## src/lcmn_pkg.sv

```systemverilog
// Shared types and constants for the light-change to MIDI note block.
// No dependencies; imported by lcmn_front, lcmn_back, the top level and the testbench.
package lcmn_pkg;

   // Width of one light bank and of the packed input bank word.
   localparam int BANK_W      = 16;
   localparam int BANKS_W     = 4 * BANK_W;

   // Widths of the MIDI fields.
   localparam int NOTE_W      = 7;
   localparam int VEL_W       = 7;
   localparam int CHAN_W      = 5;

   // Input action codes.
   localparam logic ACTION_UPDATE  = 1'b0;
   localparam logic ACTION_ALL_OFF = 1'b1;

   // Configuration register indexes (word address bits).
   localparam int            REG_IDX_W       = 2;
   localparam logic [1:0]    REG_NOTE_OFFSET = 2'd0;
   localparam logic [1:0]    REG_VELOCITY    = 2'd1;
   localparam logic [1:0]    REG_CHANNEL     = 2'd2;

   // Register reset values.
   localparam logic [NOTE_W-1:0] RST_NOTE_OFFSET = 7'd0;
   localparam logic [VEL_W-1:0]  RST_VELOCITY    = 7'd127;
   localparam logic [CHAN_W-1:0] RST_CHANNEL     = 5'd1;

   // Configuration seen by the event generator.
   typedef struct packed {
      logic [NOTE_W-1:0] note_offset;
      logic [VEL_W-1:0]  note_velocity;
      logic [CHAN_W-1:0] midi_channel;
   } cfg_type;

   // The status nibble only holds channels 1 to 16, so out-of-range values wrap.
   function automatic logic [CHAN_W-1:0] event_chan(input logic [CHAN_W-1:0] chan);
      logic [3:0] nibble;
      nibble = 4'(chan - 5'd1);
      return {1'b0, nibble} + 5'd1;
   endfunction

endpackage

```

## src/lcmn_queue.sv

```systemverilog
// Two-entry job queue between the front classifier and the event generator.
// Depends on nothing but its WIDTH parameter.
module lcmn_queue #(
   parameter int WIDTH = 128
) (
   input  logic             clock,
   input  logic             reset,
   input  logic             push,
   input  logic [WIDTH-1:0] push_data,
   output logic             full,
   input  logic             pop,
   output logic             empty,
   output logic [WIDTH-1:0] pop_data
);

   logic [WIDTH-1:0] entry_ff [2];
   logic             wr_ptr_ff, wr_ptr_in;
   logic             rd_ptr_ff, rd_ptr_in;
   logic [1:0]       count_ff, count_in;
   logic             do_push, do_pop;

   assign full     = (count_ff == 2'd2);
   assign empty    = (count_ff == 2'd0);
   assign do_push  = push && !full;
   assign do_pop   = pop && !empty;
   assign pop_data = entry_ff[rd_ptr_ff];

   // Pointer and fill count update.
   always_comb begin
      wr_ptr_in = do_push ? !wr_ptr_ff : wr_ptr_ff;
      rd_ptr_in = do_pop  ? !rd_ptr_ff : rd_ptr_ff;
      count_in  = count_ff;
      if (do_push && !do_pop) begin
         count_in = count_ff + 2'd1;
      end else if (do_pop && !do_push) begin
         count_in = count_ff - 2'd1;
      end
   end

   always_ff @(posedge clock) begin
      if (reset) begin
         wr_ptr_ff <= 1'b0;
         rd_ptr_ff <= 1'b0;
         count_ff  <= 2'd0;
      end else begin
         wr_ptr_ff <= wr_ptr_in;
         rd_ptr_ff <= rd_ptr_in;
         count_ff  <= count_in;
      end
   end

   // Entry storage needs no reset.
   always_ff @(posedge clock) begin
      if (do_push) begin
         entry_ff[wr_ptr_ff] <= push_data;
      end
   end

endmodule

```

## src/lcmn_front.sv

```systemverilog
// Front end: accepts light beats, compares with the stored light state and
// builds note-off and note-on masks. Depends on lcmn_pkg.
module lcmn_front
   import lcmn_pkg::*;
#(
   parameter int NUM_LIGHTS = 64
) (
   input  logic                  clock,
   input  logic                  reset,
   input  logic                  req_tvalid,
   output logic                  req_tready,
   input  logic [BANKS_W-1:0]    req_tdata,
   input  logic                  req_tuser,
   input  logic                  queue_full,
   output logic                  push,
   output logic [NUM_LIGHTS-1:0] push_off,
   output logic [NUM_LIGHTS-1:0] push_on
);

   logic [NUM_LIGHTS-1:0] prev_ff, prev_in;
   logic [NUM_LIGHTS-1:0] now_lights;
   logic [NUM_LIGHTS-1:0] changed;
   logic                  accept;

   assign req_tready = !queue_full;
   assign accept     = req_tvalid && req_tready;
   assign now_lights = req_tdata[NUM_LIGHTS-1:0];
   assign changed    = now_lights ^ prev_ff;

   // Classify the beat into the masks of lights to switch off and on.
   always_comb begin
      prev_in  = prev_ff;
      push     = 1'b0;
      push_off = changed & ~now_lights;
      push_on  = changed & now_lights;
      if (accept) begin
         if (req_tuser == ACTION_ALL_OFF) begin
            push     = 1'b1;
            push_off = '1;
            push_on  = '0;
         end else begin
            // An update without any change produces no job at all.
            push    = (changed != '0);
            prev_in = now_lights;
         end
      end
   end

   always_ff @(posedge clock) begin
      if (reset) begin
         prev_ff <= '0;
      end else begin
         prev_ff <= prev_in;
      end
   end

endmodule

```

## src/lcmn_back.sv

```systemverilog
// Back end: walks the masks of one job a light per cycle unless a stalled output holds
// it, and emits MIDI events into the output register. Depends on lcmn_pkg.
module lcmn_back
   import lcmn_pkg::*;
#(
   parameter int NUM_LIGHTS = 64
) (
   input  logic                  clock,
   input  logic                  reset,
   input  cfg_type               cfg,
   input  logic                  queue_empty,
   input  logic [NUM_LIGHTS-1:0] job_off,
   input  logic [NUM_LIGHTS-1:0] job_on,
   output logic                  pop,
   output logic                  rsp_tvalid,
   input  logic                  rsp_tready,
   output logic [23:0]           rsp_tdata,
   output logic                  rsp_tuser,
   output logic                  rsp_tlast
);

   localparam int IDX_W = $clog2(NUM_LIGHTS);

   localparam logic PHASE_OFF = 1'b0;
   localparam logic PHASE_ON  = 1'b1;

   logic                  busy_ff, busy_in;
   logic                  phase_ff, phase_in;
   logic [IDX_W-1:0]      idx_ff, idx_in;
   logic [NUM_LIGHTS-1:0] off_ff, off_in;
   logic [NUM_LIGHTS-1:0] on_ff, on_in;
   logic [NUM_LIGHTS-1:0] rest_off, rest_on;
   logic                  cur_bit, can_emit, step, emit, last;

   logic                  valid_ff, valid_in;
   logic                  is_on_ff;
   logic                  last_ff;
   logic [NOTE_W-1:0]     note_ff;
   logic [VEL_W-1:0]      vel_ff;
   logic [CHAN_W-1:0]     chan_ff;

   assign rest_off = off_ff >> 1;
   assign rest_on  = on_ff >> 1;
   assign cur_bit  = (phase_ff == PHASE_ON) ? on_ff[0] : off_ff[0];
   assign can_emit = !valid_ff || rsp_tready;
   assign step     = busy_ff && (!cur_bit || can_emit);
   assign emit     = busy_ff && cur_bit && can_emit;
   assign last     = (phase_ff == PHASE_ON) ? (rest_on == '0)
                                            : ((rest_off == '0) && (on_ff == '0));
   assign pop      = !busy_ff && !queue_empty;

   // Sequencer: off pass over the off mask, then on pass over the on mask.
   always_comb begin
      busy_in  = busy_ff;
      phase_in = phase_ff;
      idx_in   = idx_ff;
      off_in   = off_ff;
      on_in    = on_ff;
      if (pop) begin
         busy_in  = 1'b1;
         phase_in = (job_off == '0) ? PHASE_ON : PHASE_OFF;
         idx_in   = '0;
         off_in   = job_off;
         on_in    = job_on;
      end else if (step) begin
         if (phase_ff == PHASE_OFF) begin
            off_in = rest_off;
            if (rest_off == '0) begin
               phase_in = PHASE_ON;
               idx_in   = '0;
               busy_in  = (on_ff != '0);
            end else begin
               idx_in = idx_ff + IDX_W'(1);
            end
         end else begin
            on_in = rest_on;
            if (rest_on == '0) begin
               busy_in = 1'b0;
            end else begin
               idx_in = idx_ff + IDX_W'(1);
            end
         end
      end
   end

   always_ff @(posedge clock) begin
      if (reset) begin
         busy_ff  <= 1'b0;
         phase_ff <= PHASE_OFF;
         idx_ff   <= '0;
      end else begin
         busy_ff  <= busy_in;
         phase_ff <= phase_in;
         idx_ff   <= idx_in;
      end
   end

   always_ff @(posedge clock) begin
      off_ff <= off_in;
      on_ff  <= on_in;
   end

   // Output register holds one event beat until the receiver takes it.
   always_comb begin
      valid_in = valid_ff;
      if (emit) begin
         valid_in = 1'b1;
      end else if (rsp_tready) begin
         valid_in = 1'b0;
      end
   end

   always_ff @(posedge clock) begin
      if (reset) begin
         valid_ff <= 1'b0;
      end else begin
         valid_ff <= valid_in;
      end
   end

   always_ff @(posedge clock) begin
      if (emit) begin
         is_on_ff <= (phase_ff == PHASE_ON);
         last_ff  <= last;
         note_ff  <= cfg.note_offset + NOTE_W'(idx_ff);
         vel_ff   <= (phase_ff == PHASE_ON) ? cfg.note_velocity : '0;
         chan_ff  <= event_chan(cfg.midi_channel);
      end
   end

   assign rsp_tvalid = valid_ff;
   assign rsp_tuser  = is_on_ff;
   assign rsp_tlast  = last_ff;
   assign rsp_tdata  = {5'd0, chan_ff, vel_ff, note_ff};

endmodule

```

## src/light_change_to_midi_notes.sv

```systemverilog
// Light-change to MIDI note event generator, top level with register port.
// Depends on lcmn_pkg, lcmn_front, lcmn_queue and lcmn_back.
//
// Usage: the req_ channel takes one beat per light snapshot (tdata holds the
// four 16-bit banks, tuser selects update or all-notes-off). The rsp_ channel
// gives one beat per MIDI event: note-offs for lights that went dark, then
// note-ons for lights that came on, each in ascending light order; tlast
// marks the final event of a snapshot. An update with no change gives none.
// The front accepts a beat whenever the queue is not full and queues up to
// two jobs; the back scans one light per cycle unless a stalled output holds
// it at a light with an event, and a job ends after its last event. An
// accepted snapshot passes through the queue, the scanner registers and the
// output register before its first event appears, later still for every
// light scanned ahead of it.
// When the receiver stalls, the event waits in the output register and the
// scan holds at its next event; the front accepts until the queue is full.
// Reset clears the stored light state, the queue and the registers to
// offset 0, velocity 127, channel 1. Write registers only while idle.
module light_change_to_midi_notes
   import lcmn_pkg::*;
#(
   parameter int NUM_LIGHTS = 64
) (
   input  logic        clock,
   input  logic        reset,
   // Input beat.
   input  logic        req_tvalid,
   output logic        req_tready,
   input  logic [63:0] req_tdata,   // bank_zero, bank_one, bank_two, bank_three
   input  logic        req_tuser,   // action
   // Event beat.
   output logic        rsp_tvalid,
   input  logic        rsp_tready,
   output logic [23:0] rsp_tdata,   // note_number, event_velocity, event_channel
   output logic        rsp_tuser,   // is_note_on
   output logic        rsp_tlast,   // last_event
   // Register port.
   input  logic        csr_psel,
   input  logic        csr_penable,
   input  logic        csr_pwrite,
   input  logic [3:0]  csr_paddr,
   input  logic [31:0] csr_pwdata,
   output logic [31:0] csr_prdata,
   output logic        csr_pready
);

   cfg_type               cfg_ff, cfg_in;
   logic                  wr_en;
   logic [REG_IDX_W-1:0]  reg_idx;
   logic                  push, pop, q_full, q_empty;
   logic [NUM_LIGHTS-1:0] push_off, push_on, job_off, job_on;

   assign csr_pready = 1'b1;
   assign wr_en      = csr_psel && csr_penable && csr_pwrite && csr_pready;
   assign reg_idx    = csr_paddr[3:2];

   // Register write decode.
   always_comb begin
      cfg_in = cfg_ff;
      if (wr_en) begin
         unique case (reg_idx)
            REG_NOTE_OFFSET: cfg_in.note_offset   = csr_pwdata[NOTE_W-1:0];
            REG_VELOCITY:    cfg_in.note_velocity = csr_pwdata[VEL_W-1:0];
            REG_CHANNEL:     cfg_in.midi_channel  = csr_pwdata[CHAN_W-1:0];
            default:         cfg_in = cfg_ff;
         endcase
      end
   end

   always_ff @(posedge clock) begin
      if (reset) begin
         cfg_ff.note_offset   <= RST_NOTE_OFFSET;
         cfg_ff.note_velocity <= RST_VELOCITY;
         cfg_ff.midi_channel  <= RST_CHANNEL;
      end else begin
         cfg_ff <= cfg_in;
      end
   end

   // Register read decode.
   always_comb begin
      unique case (reg_idx)
         REG_NOTE_OFFSET: csr_prdata = 32'(cfg_ff.note_offset);
         REG_VELOCITY:    csr_prdata = 32'(cfg_ff.note_velocity);
         REG_CHANNEL:     csr_prdata = 32'(cfg_ff.midi_channel);
         default:         csr_prdata = 32'd0;
      endcase
   end

   lcmn_front #(.NUM_LIGHTS(NUM_LIGHTS)) u_front (
      .clock      (clock),
      .reset      (reset),
      .req_tvalid (req_tvalid),
      .req_tready (req_tready),
      .req_tdata  (req_tdata),
      .req_tuser  (req_tuser),
      .queue_full (q_full),
      .push       (push),
      .push_off   (push_off),
      .push_on    (push_on)
   );

   lcmn_queue #(.WIDTH(2 * NUM_LIGHTS)) u_queue (
      .clock     (clock),
      .reset     (reset),
      .push      (push),
      .push_data ({push_on, push_off}),
      .full      (q_full),
      .pop       (pop),
      .empty     (q_empty),
      .pop_data  ({job_on, job_off})
   );

   lcmn_back #(.NUM_LIGHTS(NUM_LIGHTS)) u_back (
      .clock       (clock),
      .reset       (reset),
      .cfg         (cfg_ff),
      .queue_empty (q_empty),
      .job_off     (job_off),
      .job_on      (job_on),
      .pop         (pop),
      .rsp_tvalid  (rsp_tvalid),
      .rsp_tready  (rsp_tready),
      .rsp_tdata   (rsp_tdata),
      .rsp_tuser   (rsp_tuser),
      .rsp_tlast   (rsp_tlast)
   );

endmodule

```

## config.mk

```make
export PLATFORM = sky130hd
export DESIGN_NAME = light_change_to_midi_notes
export DESIGN_NICKNAME = d
export VERILOG_FILES = /design/src/lcmn_pkg.sv /design/src/lcmn_queue.sv /design/src/lcmn_front.sv /design/src/lcmn_back.sv /design/src/light_change_to_midi_notes.sv
export SDC_FILE = /design/constraint.sdc
export NUM_CORES = 1
export LEC_CHECK = 0
export BUFFER_PORTS_ARGS = -buffer_cell sky130_fd_sc_hd__buf_2
export CAP_MARGIN = 20
export CORE_MARGIN = 8
export CORE_UTILIZATION = 60
export CTS_CLUSTER_DIAMETER = 150
export DETAILED_ROUTE_END_ITERATION = 8
export PLACE_DENSITY = 0.9
export SYNTH_ARGS = -nofsm -noshare
export SYNTH_HDL_FRONTEND = slang
export SYNTH_HIERARCHICAL = 1
export SYNTH_SLANG_ARGS = --single-unit
```

## constraint.sdc

```tcl
create_clock -name clock -period 11.9 [get_ports clock]
set_input_delay 0.595 -clock clock [delete_from_list [all_inputs] [get_ports clock]]
set_output_delay 0.595 -clock clock [all_outputs]
set_load 0.01 [all_outputs]
```

; ---- Word level (Yosys, flattened, before mapping)
; Memories as Yosys holds them, arrays and structs flattened. A register that Yosys moved wholly into a read port is not among the register bits.
; Index checks and enable logic that the tools add are counted.
[totals]
regBits = 245
mem_bits_rw = 256
in_bits = 108
out_inout_bits = 61
elab_cells = 117
memories = 1
[memory_table]
columns = name, words, word_bits, read_ports, rd_clocked_by_memory_dff, wr, line_no
row1 = u_queue.entry_ff, 2, 128, 1, 1, 1, lcmn_queue.sv:16  ; logic [WIDTH-1:0] entry_ff [2];
[classes]
add_sub_neg = 6
eq_ne = 6
mux = 36
bitwise_logic = 5
reduce_logical = 45
[op_table]
columns = op, count
row1 = two-way mux 64 bit, 10
row2 = zero test 64 bit, 4
row3 = AND 64 bit, 2
row4 = nonzero test 64 bit, 2
row5 = NOT 64 bit, 1
row6 = XOR 64 bit, 1
row7 = one-hot mux 7 bit (3 select lines), 1
row8 = two-way mux 1 bit, 20
row9 = two-way mux 6 bit, 3
row10 = AND reduction 2 bit, 7
row11 = logical AND 1 bit, 12
row12 = zero test 1 bit, 9
row13 = nonzero test 2 bit, 4
row14 = adder 7 x 6 -> 7 bit, 1
row15 = adder 6 x 1 -> 6 bit (second input constant), 1
row16 = adder 4 x 1 -> 5 bit (second input constant), 1
row17 = == test 2 bit (second input constant), 2
row18 = zero test 2 bit, 2
row19 = two-way mux 2 bit, 2
row20 = inequality test 2 bit (second input constant), 2
row21 = subtractor 4 x 1 -> 4 bit (second input constant), 1
row22 = inequality test 3 bit (second input constant), 1
row23 = AND reduction 3 bit, 1
row24 = nonzero test 3 bit, 1
row25 = other kinds (6), 7

; ---- Depth between registers and ports, before layout
; Gate-level depths: netlist (run 1).
[logic_depth]
word_depth = 9
ltp_mapped = 12

; ---- By module
; Netlist (run 1), hierarchy kept.
[by_module_without_submodules]
columns = mod, instances, cells_per_inst, area_each_um2, seq_area_each_um2
row1 = lcmn_queue, 1, 423, 9489.1, 7787.5
row2 = lcmn_back, 1, 475, 7324.5, 4654.5
row3 = lcmn_front, 1, 703, 5322.6, 1281.2
row4 = light_change_to_midi_notes, 1, 131, 1153.6, 380.4

; ---- Worst setup path before layout (run 1)
; OpenSTA, ideal clock, no wires.
[synth_path]
kind = register to register
startpoint = reg u_queue.count_ff[0]
endpoint = reg u_back.busy_ff
arrival_ps = 5605
slack_ps = 6212
stages_incl_launch_ff = 4
n_path_buf = 0
synth_period_minus_slack_ps = 5688
path_cell_list = dfxtp_1 nor2_1 o21ai_0 a32o_1
[synth_between]
elab_chain_cells = 5
elab_cells_between_ends = 8
[synth_lines]
columns = element, line_no
row1 = start: declaration, lcmn_queue.sv:19  ; logic [1:0] count_ff, count_in;
row2 = start signal: assignment, lcmn_queue.sv:48  ; count_ff <= count_in;
row3 = zero test 2 bit (*), lcmn_queue.sv:23  ; assign empty = (count_ff == 2'd0);
row4 = net q_empty, light_change_to_midi_notes.sv:50  ; logic push, pop, q_full, q_empty;
row5 = zero test 1 bit (*), lcmn_back.sv:50  ; assign pop = !busy_ff && !queue_empty;
row6 = logical AND 1 bit (*), lcmn_back.sv:50
row7 = inequality test 3 bit (no source line) (tied with other cells), -
row8 = AND reduction 3 bit (no source line), -
row9 = end signal: assignment, lcmn_back.sv:92  ; busy_ff <= busy_in;
row10 = end: declaration, lcmn_back.sv:27  ; logic busy_ff, busy_in;
; The timed path passes the listed nets; every way through them passes the cells marked *.
; A chain may end at the register's enable or synchronous reset.

==> results.yml, run 1 <==
floorplan:
  chipWidth_um: 213
  pin_count: 169
  start_util_pct: 60.5
  core_sq_um: 38500
  die_area_sq_um: 45400
  die_y_um: 213
  rows: 72
logic_synthesis:
  ys_warn_count: 6
  synth-main-ff-cell: "edfxtp_1"
  netlist-cell-type-count: 47
  async_flop_share_pct: 0
  syn_area_per_cell_sq_um: 13.4
  syn_area_sq_um: 23300
  synth_top_area_share_pct: 52.2
  synth_edf_count: 405
  synth.area.top_cells: "edfxtp_1 (52%), mux2_2 (12%), dfxtp_1 (8.3%)"
  ys_seq_area_share_pct: 60.6
  ys_ff_latch: 502
  synth_largest_area_cell: "edfxtp_1"
  synth_cells: 1732
routing:
  first_pass_iters: 6
  drt_wl_total_mm: 53.2
  vias: 13938
  drc: 0
  viasPerCell: 5.82
  ant_nets: 0
  first_iter_violations: 1253
  wire_per_inst_um: 22.2
clocking:
  numCtsBuffers: 49
  clock_latency_ns: 0.57
  cts_tree: "yes"
  cts_buffer_depth: 3
  ctsHoldBuffers: 0
  cts_setup_buffers: 0
  cts_resized: 0
  cts-root-buf: "clkbuf_16"
  clk_pin_slew_ns: 0.06
  htree_levels: 2
  cts.sinks: 502
sta:
  hold_violations: 0
  setup_tns_ns: 0
  max_freq_ghz: 0.239
  rsz0062_at_grt: "no"
  finalCriticalPeriod_ns: 4.19
  fin_skew_ns: 0.0178
  setup_ws_ns: 7.71
  worst_pin_slew_ns: 1.07
  setup_viol: 0
  max-slew-margin-rel_pct: 27.9
  slew_viol_final: 0
  min_period_over_period_pct: 35.2
grt:
  grt_use_total_pct: 23.1
  antenna_found_initial: 3
  grt_pass1_wl_mm: 80.7
  overflow: 0
  grt_pass1_vias: 14327
  grt_max_degree: 93
place:
  port_buffers: 110
  place.gp.congestion: 0.880
  hpwl_mm: 34.7
  place_worst_setup_slack_ns: 7.45
worst_setup_path:
  cp-start-kind: "register"
  crit_path_max_fanout: 63
  rrSetupSlack_ns: 7.71
  crit_required_ns: 12.41
  crit_type: "reg -> reg"
  crit_family: "buffers and inverters"
  worst_path_most_repeated_cell: "buf_4"
  critical_path_arrival_ns: 4.70
  slowest_delay_ns: 0.82
  r2r-end: "u_back/phase_ff"
  cp-end-kind: "register"
  crit_path_cell_trace: "buf_4, buf_4, mux2_2, nor4_1, nand4_1, or4_1, a21oi_1, o21a_1"
  rr_worst_depth: 8
  path_buf_inv: 2
  cp_slowest_cell: "buf_4"
min_path:
  hold_path_depth: 3
  hold_class: "in -> reg"
  hp-start: "req_tdata[25]"
  hold-path-endpoint: "u_front/prev_ff[25]"
finish:
  final-seq-area_sq_um: 14100
  fillers: 2526
  nNetsFinal: 2076
  area_growth_pct: 10.6
  drive_above_1_share_pct: 25.0
  multi_input_area_sq_um: 8160
job:
  drv_cap: 0
power_and_ir_drop:
  vdd_drop_max_mv: 0.176
  p_leak_uw: 0.00976
  powerDensity_nw_per_um2: 231
status:
  status: "finished clean"
placed cells by master, fill, tap and decap left out, types with 3 or more instances in the layout:
cell type	n
o211ai_1	6
and2_1	74
xnor2_1	6
buf_2	109
conb_1	31
nor3_1	3
clkinv_2	7
inv_1	137
nor2b_1	3
ha_1	137
bufinv_16	3
xor2_1	6
nand2b_1	84
clkbuf_16	53
buf_4	14
nand2_1	139
clkinv_1	3
nor4_1	49
a21oi_1	78
clkbuf_1	16
mux2i_1	34
diode_2	4
nor2_1	33
nand4_1	28
or3_1	3
clkbuf_8	8
edfxtp_1	405
mux2_2	254
o21ai_0	16
dfxtp_1	96
logic make-up after synthesis:
| family | after synthesis | share of synthesized area [%] |
|---|---|---|
| buf+inv | 242 | 5.07 |
| xor+xnor | 12 | 0.451 |
| flops | 502 | 60.6 |
| simple gates | 438 | 10.2 |
| fa+ha+maj | 138 | 7.45 |
| mux | 288 | 13.7 |
| other cells | 3 | 0.0483 |
| compound gates | 109 | 2.50 |
worst max path at each step:
stage | start | end | slack (ns) | depth (start not counted)
final | register | u_back/phase_ff | 7.71 | 8
after global routing | register | u_back/phase_ff | 7.61 | 8
after CTS | register | u_back/phase_ff | 7.74 | 8
after detailed placement | req_tdata[53] | u_queue/entry_ff[0][92] | 7.45 | 11
after global placement | req_tdata[20] | u_queue/entry_ff[0][92] | 7.65 | 11
after floorplan | u_queue/count_ff[0] | u_back/busy_ff | 6.21 | 3
cells in the mapped netlist, types with 2 or more instances:
library cell,n
a21o_1,2
a21oi_1,78
and2_1,75
and4_1,2
buf_2,26
buf_4,42
buf_6,11
clkbuf_1,24
conb_1,3
dfxtp_1,97
edfxtp_1,405
ha_1,137
inv_1,138
mux2_2,254
mux2i_1,34
nand2_1,139
nand2b_1,84
nand3_1,3
nand4_1,28
nor2_1,34
nor2b_1,4
nor3_1,3
nor3b_1,2
nor4_1,49
o211ai_1,6
o21a_1,2
o21ai_0,17
o21bai_1,2
or3_1,3
xnor2_1,6
xor2_1,6
metrics by stage:
stage | util, % | cell area [sq um] | power [uW] | cells | hold slack (ns)
2_1_floorplan | - | 23400 | 3960 | 1760 | 0.403
4_1_cts | 66.9 | 25700 | 5950 | 2389 | 0.273
3_3_place_gp | 62.6 | 24100 | 4270 | 2297 | 0.459
6_report | 66.9 | 25700 | 5950 | 2393 | 0.290
3_5_place_dp | 62.6 | 24100 | 4370 | 2297 | 0.468
5_1_grt | 66.9 | 25700 | 6170 | 2389 | 0.280
where the power goes:
part / internal [uW] / switching [uW] / leakage [uW]
logic: 642 / 864 / 0.00430
registers: 2620 / 252 / 0.00464
clock network: 929 / 639 / 0.000813
worst register-to-register path: stages, from the launching register on:
cell,delay (ns)
dfxtp_4,0.54
buf_4,0.61
buf_4,0.83
mux2_2,0.55
nor4_1,0.37
nand4_1,0.22
or4_1,0.66
a21oi_1,0.21
o21a_1,0.15
per-layer routing:
metal / vias up / global-route usage (%) / wire [um]
li1: 6289 / - / -
met1: 6836 / 28.4 / 20600
met2: 669 / 39.8 / 25900
met3: 140 / 4.26 / 4430
met4: 4 / 9.54 / 2200
met5: - / 0 / 30
cell type report:
cell class              count  share of cell area (%)
diodes                      4                  0.0389
clock buffers              77                    5.81
clock inverters            15                   0.598
inverters                 138                    2.02
multi-input cells        1016                    31.7
flip-flops and latches    502                    54.8
well taps                 518                    2.52
repair buffers            123                    2.53
state kept, by name (all words and copies together), names as in the netlist, named ones only:
name / flops
cfg_ff: 19
u_back/busy_ff: 1
u_back/chan_ff: 5
u_back/idx_ff: 6
u_back/note_ff: 7
u_back/off_ff: 64
u_back/on_ff: 64
u_back/phase_ff: 1
u_back/rsp_tlast: 1
u_back/rsp_tuser: 1
u_back/rsp_tvalid: 1
u_back/vel_ff: 7
u_front/prev_ff: 64
u_queue/count_ff: 2
u_queue/entry_ff: 256
u_queue/rd_ptr_ff: 1
u_queue/wr_ptr_ff: 1
No activity file was read; power rests on OpenSTA's default activity.
==> inputs of run 2 (changes only) <==
--- a/config.mk
+++ b/config.mk
@@ -8,10 +8,10 @@
 export BUFFER_PORTS_ARGS = -buffer_cell sky130_fd_sc_hd__buf_2
 export CAP_MARGIN = 20
 export CORE_MARGIN = 8
-export CORE_UTILIZATION = 60
+export CORE_UTILIZATION = 55
 export CTS_CLUSTER_DIAMETER = 150
 export DETAILED_ROUTE_END_ITERATION = 8
-export PLACE_DENSITY = 0.9
+export PLACE_DENSITY = 0.88
 export SYNTH_ARGS = -nofsm -noshare
 export SYNTH_HDL_FRONTEND = slang
 export SYNTH_HIERARCHICAL = 1
==> constraint.sdc (replaced) <==
create_clock -name clock -period 3.4 [get_ports clock]
set_input_delay 0.17 -clock clock [delete_from_list [all_inputs] [get_ports clock]]
set_output_delay 0.17 -clock clock [all_outputs]
set_load 0.01 [all_outputs]
==> run 2 against run 1 <==
Net effect: final area is 4.6% higher; core utilization is 2.6 points lower; sequential power grew to 3.5 times the previous value; critical path type unchanged; critical endpoint is now u_queue/count_ff[1].
==> results.yml, run 2 (same netlist as run 1, synthesis figures left out) <==
worst_setup_path:
  cp-end-kind: "register"
  critical_path_arrival_ns: 3.60
  reg2reg_from: "u_front/prev_ff[37]"
  crit_type: "reg -> reg"
  cp_slowest_cell: "nor4_1"
  cp-start-kind: "register"
  crit_family: "simple AND/OR/NAND/NOR gates"
  rrSetupSlack_ns: 0.27
  r2r-end: "u_queue/count_ff[1]"
  crit_path_cell_trace: "ha_1, nand4_1, nor4_1, and4_1, a21oi_1, inv_1, nor2_1, ha_1, or3_1, a21oi_1"
  crit_path_max_fanout: 3
  crit_required_ns: 3.87
  slowest_delay_ns: 0.65
  path_depth: 10
  path_buf_inv: 1
  rr_worst_depth: 10
place:
  placedCellCount: 2341
  dpl_cell_area_sq_um: 24400
  port_buffers: 110
  hpwl_mm: 36.7
  place.gp.congestion: 0.887
floorplan:
  core_sq_um: 41900
  die_y_um: 222
  chipWidth_um: 222
  rows: 75
  die_area_sq_um: 49200
  start_util_pct: 55.6
  pin_count: 169
sta:
  hold_violations: 0
  setup_tns_ns: 0
  max_freq_ghz: 0.320
  slew_viol_final: 0
  rsz0062_at_grt: "no"
  min_period_over_period_pct: 91.9
  max-slew-margin-rel_pct: 34.0
  fin_skew_ns: 0.0214
  worst_pin_slew_ns: 0.990
  finalCriticalPeriod_ns: 3.13
  whs_ns: 0.0891
  setup_viol: 0
power_and_ir_drop:
  power.total_uw: 21600
  p_leak_uw: 0.0103
  powerDensity_nw_per_um2: 804
  vdd_drop_max_mv: 0.549
min_path:
  hold_class: "in -> reg"
  hold-path-endpoint: "cfg_ff[4]"
  hp-start: "csr_penable"
  hold_path_depth: 4
finish:
  stdcell_count: 2507
  final_cell_mix: "edfxtp_1 (405), mux2_2 (254), nand2_1 (139), inv_1 (137), ha_1 (137)"
  area_growth_pct: 15.6
  nNetsFinal: 2172
  drive_above_1_share_pct: 25.3
  largest_reg_flops: 256
  final_area_sq_um: 26900
  regMostFlops: "u_queue/entry_ff"
  final_common_cell: "edfxtp_1"
clocking:
  numCtsBuffers: 49
  htree_levels: 2
  cts-root-buf: "clkbuf_16"
  cts_tree: "yes"
  clock_latency_ns: 0.57
  clk_pin_slew_ns: 0.06
  cts.sinks: 502
  cts_buffer_depth: 3
routing:
  ant_nets: 0
  drc: 0
  vias: 14537
  first_pass_iters: 5
  wire_per_inst_um: 22.4
  first_iter_violations: 1500
  viasPerCell: 5.80
  drt_wl_total_mm: 56.2
grt:
  grt_pass1_vias: 15089
  antenna_found_initial: 3
  grt_max_degree: 79
  overflow: 0
  grt_use_total_pct: 22.1
  grt_pass1_wl_mm: 86.3
job:
  drv_cap: 0
status:
  status: "finished clean"
[run 2: cell count changes in the layout (fill, tap and decap cells not counted), sizes merged]
cell         previous run  this run
clkinvlp                0         2
bufinv                  3         7
clkinv                 11         6
buf                   123       147
diode                   4         1
inv                   139       138
dlygate4sd3             0        72
[run 2: through the flow]
stage	util (%)	setup slack, ns
floorplan	-	-0.499
global placement	58.3	0.477
detailed placement	58.3	0.443
CTS	64.3	0.376
global route	64.3	0.202
finish	64.3	0.274
[run 2: power by group]
group	switching, uW	total (uW)	internal (uW)
clock network	2300	5920	3620
registers	881	10000	9140
logic	3160	5700	2540
[run 2: worst reg2reg max path, delay by kind of cell (launching register included)]
kind | cells | cell delay [ns]
DFF | 1 | 0.34
adders and majority gates | 2 | 0.65
and+or+nand+nor | 5 | 1.66
AOI/OAI and AO/OA | 2 | 0.29
buffers and inverters | 1 | 0.11
[run 2: layout make-up]
cell class	count	area [sq um]
Multi-Input combinational cell	1016	8170
Inverter	138	522
Sequential cell	502	14100
Clock buffer	77	1530
Timing Repair Buffer	219	1660
Antenna cell	1	2.50
Fill cell	2748	14900
Clock inverter	15	254
Tap cell	539	674
[run 2: how the worst max path moves through the flow]
| stage | startpoint | end | slack, ns |
|---|---|---|---|
| 6_report | u_front/prev_ff[37] | u_queue/count_ff[1] | 0.27 |
| 5_1_grt | u_front/prev_ff[20] | u_queue/count_ff[1] | 0.20 |
| 4_1_cts | req_tdata[16] | u_queue/entry_ff[1][86] | 0.38 |
| 2_1_floorplan | u_queue/count_ff[0] | u_back/busy_ff | -0.50 |
| 3_3_place_gp | req_tdata[20] | u_queue/entry_ff[1][84] | 0.48 |
| 3_5_place_dp | req_tdata[20] | u_queue/entry_ff[1][86] | 0.44 |
[run 2: repair_timing]
| item | CTS | global route |
|---|---|---|
| gates resized for setup | 0 | 0 |
| hold buffers | 72 | 0 |
| buffers inserted | 0 | 0 |
| hold endpoints to repair | 84 | 0 |
[run 2: per-layer routing]
layer | track usage, % | wire length, um
met1 | 27.5 | 22000
met2 | 38.5 | 28000
met3 | 4.11 | 4340
met4 | 7.33 | 1820
met5 | 0 | 40
==> inputs of run 3 (changes only) <==
--- a/config.mk
+++ b/config.mk
@@ -12,6 +12,7 @@
 export CTS_CLUSTER_DIAMETER = 150
 export DETAILED_ROUTE_END_ITERATION = 8
 export PLACE_DENSITY = 0.88
+export SETUP_SLACK_MARGIN = 0.5
 export SYNTH_ARGS = -nofsm -noshare
 export SYNTH_HDL_FRONTEND = slang
 export SYNTH_HIERARCHICAL = 1
==> run 3 against run 2 <==
Net effect: critical path depth up 2; setup slack gained 0.18 ns; clock skew fell by 0.0021 ns; highest routed layer is now met4; largest power group unchanged; worst hold slack worse by 0.017 ns; sequential share of layout area increased by 0.073 points; flip-flop and latch count unchanged; clock power is 6.4% lower; largest cell class unchanged.
==> results.yml, run 3 (same netlist as run 1, synthesis figures left out) <==
routing:
  wl_met2_mm: 27.0
  drt_wl_total_mm: 55.5
  first_pass_iters: 5
  highest_layer: "met4"
  ant_nets: 0
  drc: 0
  drt-met1-wl_mm: 21.5
  vias: 14453
  first_iter_violations: 1465
  viasPerCell: 5.75
  wire_per_inst_um: 22.1
  wl_met3_mm: 4.67
sta:
  hold_violations: 0
  slew_viol_final: 0
  max-slew-margin-rel_pct: 33.1
  worst_pin_slew_ns: 1.00
  max_freq_ghz: 0.340
  finalCriticalPeriod_ns: 2.94
  setup_viol: 0
  min_period_over_period_pct: 86.5
  whs_ns: 0.0717
  fin_skew_ns: 0.0193
  rsz0062_at_grt: "yes"
finish:
  final_common_cell: "edfxtp_1"
  drive_above_1_share_pct: 25.7
  multi_input_area_sq_um: 8180
  area_growth_pct: 15.4
  largest_reg_flops: 256
  nNetsFinal: 2177
  final_cell_mix: "edfxtp_1 (405), mux2_2 (254), nand2_1 (139), inv_1 (137), ha_1 (137)"
  regMostFlops: "u_queue/entry_ff"
  fillers: 2786
  final-seq-area_sq_um: 14100
power_and_ir_drop:
  p_int_uw: 14900
  power_frac_seq_pct: 47.1
  swShare_pct: 29.9
  p_leak_uw: 0.0103
  power_frac_clock_pct: 26.0
  vdd_drop_max_mv: 0.608
  powerDensity_nw_per_um2: 791
  p_sw_uw: 6350
  power_frac_comb_pct: 26.9
  power.total_uw: 21300
worst_setup_path:
  startpoint: "req_tdata[54]"
  crit_path_max_fanout: 32
  r2r-end: "u_queue/entry_ff[0][82]"
  rrSetupSlack_ns: 0.47
  rr_worst_depth: 9
  crit_type: "in -> reg"
  reg2reg_from: "u_front/prev_ff[26]"
  slowest_delay_ns: 0.57
  crit_required_ns: 3.61
  crit_path_cell_trace: "dlygate4sd3_1, buf_2, inv_1, ha_1, nand4_1, nor3_1, and4_1, a21oi_1, inv_1, or3_4, clkinvlp_4, buf_4"
  path_buf_inv: 6
  critical_path_arrival_ns: 3.15
  cp-start-kind: "primary input"
  cp_slowest_cell: "dlygate4sd3_1"
  worst_path_most_repeated_cell: "inv_1"
  crit_family: "buffers and inverters"
  cp-end-kind: "register"
grt:
  grt_pass1_wl_mm: 83.7
  overflow: 0
  grt_use_total_pct: 21.6
  antenna_found_initial: 3
  grt_pass1_vias: 14863
  grt_max_degree: 103
floorplan:
  start_util_pct: 55.6
  die_y_um: 222
  pin_count: 169
  rows: 75
  core_sq_um: 41900
  die_area_sq_um: 49200
  chipWidth_um: 222
clocking:
  cts-root-buf: "clkbuf_16"
  numCtsBuffers: 49
  cts.sinks: 502
  clock_latency_ns: 0.59
  cts_buffer_depth: 3
  htree_levels: 2
  cts_tree: "yes"
  clk_pin_slew_ns: 0.06
place:
  place.gp.congestion: 0.859
  hpwl_mm: 35.3
  port_buffers: 110
status:
  status: "finished clean"
job:
  drv_cap: 0
min_path:
  hold_path_depth: 4
  hold_class: "in -> reg"
  hp-start: "csr_penable"
  hold-path-endpoint: "cfg_ff[0]"
==> run 3: how the worst max path moves through the flow <==
stage	endpoint	depth (start not counted)
2_1_floorplan	u_queue/entry_ff[0][0]	8
3_3_place_gp	u_back/phase_ff	6
3_5_place_dp	u_back/phase_ff	7
4_1_cts	u_back/phase_ff	6
5_1_grt	u_back/phase_ff	7
6_report	u_queue/entry_ff[0][82]	12
==> run 3: stage by stage <==
| step | TNS [ns] | cells | utilization (%) | worst slack (ns) | area, sq um |
|---|---|---|---|---|---|
| 2_1_floorplan | -27.03 | 1760 | - | -0.211 | 23400 |
| 3_3_place_gp | 0 | 2334 | 58.2 | 0.553 | 24400 |
| 3_5_place_dp | 0 | 2334 | 58.2 | 0.541 | 24400 |
| 4_1_cts | 0 | 2498 | 63.9 | 0.514 | 26700 |
| 5_1_grt | 0 | 2514 | 64.2 | 0.431 | 26900 |
| 6_report | 0 | 2514 | 64.2 | 0.458 | 26900 |
==> run 3: power groups by stage <==
stage          combinational [uW]  clock, uW  sequential (uW)
2_1_floorplan                3930          0             9800
3_3_place_gp                 5150          0             9980
3_5_place_dp                 5380          0            10100
4_1_cts                      5560       5600            10000
5_1_grt                      6070       5830            10100
6_report                     5720       5540            10000
==> run 3: timing repair <==
item                                    4_1_cts  5_1_grt
endpoints found under the hold margin        84        0
hold buffers                                 72        0
resized for setup                             0        2
setup buffers                                 0       11
endpoints found under the setup margin        0      140
==> run 3: worst register-to-register path, stage by stage (launching register included) <==
cell        delay (ns)
dfxtp_1           0.33
ha_1              0.32
nand4_1           0.27
nor4_1            0.08
and4_1            0.22
a21oi_1           0.15
inv_1             0.09
or3_4             0.41
clkinvlp_4        0.19
buf_4             0.46
==> run 3: per-layer routing <==
metal  vias to the layer above  global-route usage [%]
met5                         -                   0.201
met4                         0                    9.30
met3                       124                    4.64
met2                       677                    36.7
met1                      7162                    26.3
li1                       6490                       -
==> run 3: layout make-up <==
cell class | instances | share of cell area, %
Antenna cell | 3 | 0.0279
Clock buffer | 74 | 5.47
Clock inverter | 18 | 0.712
Inverter | 138 | 1.94
Multi-Input combinational cell | 1017 | 30.4
Sequential cell | 502 | 52.5
Tap cell | 539 | 2.51
Timing Repair Buffer | 223 | 6.42
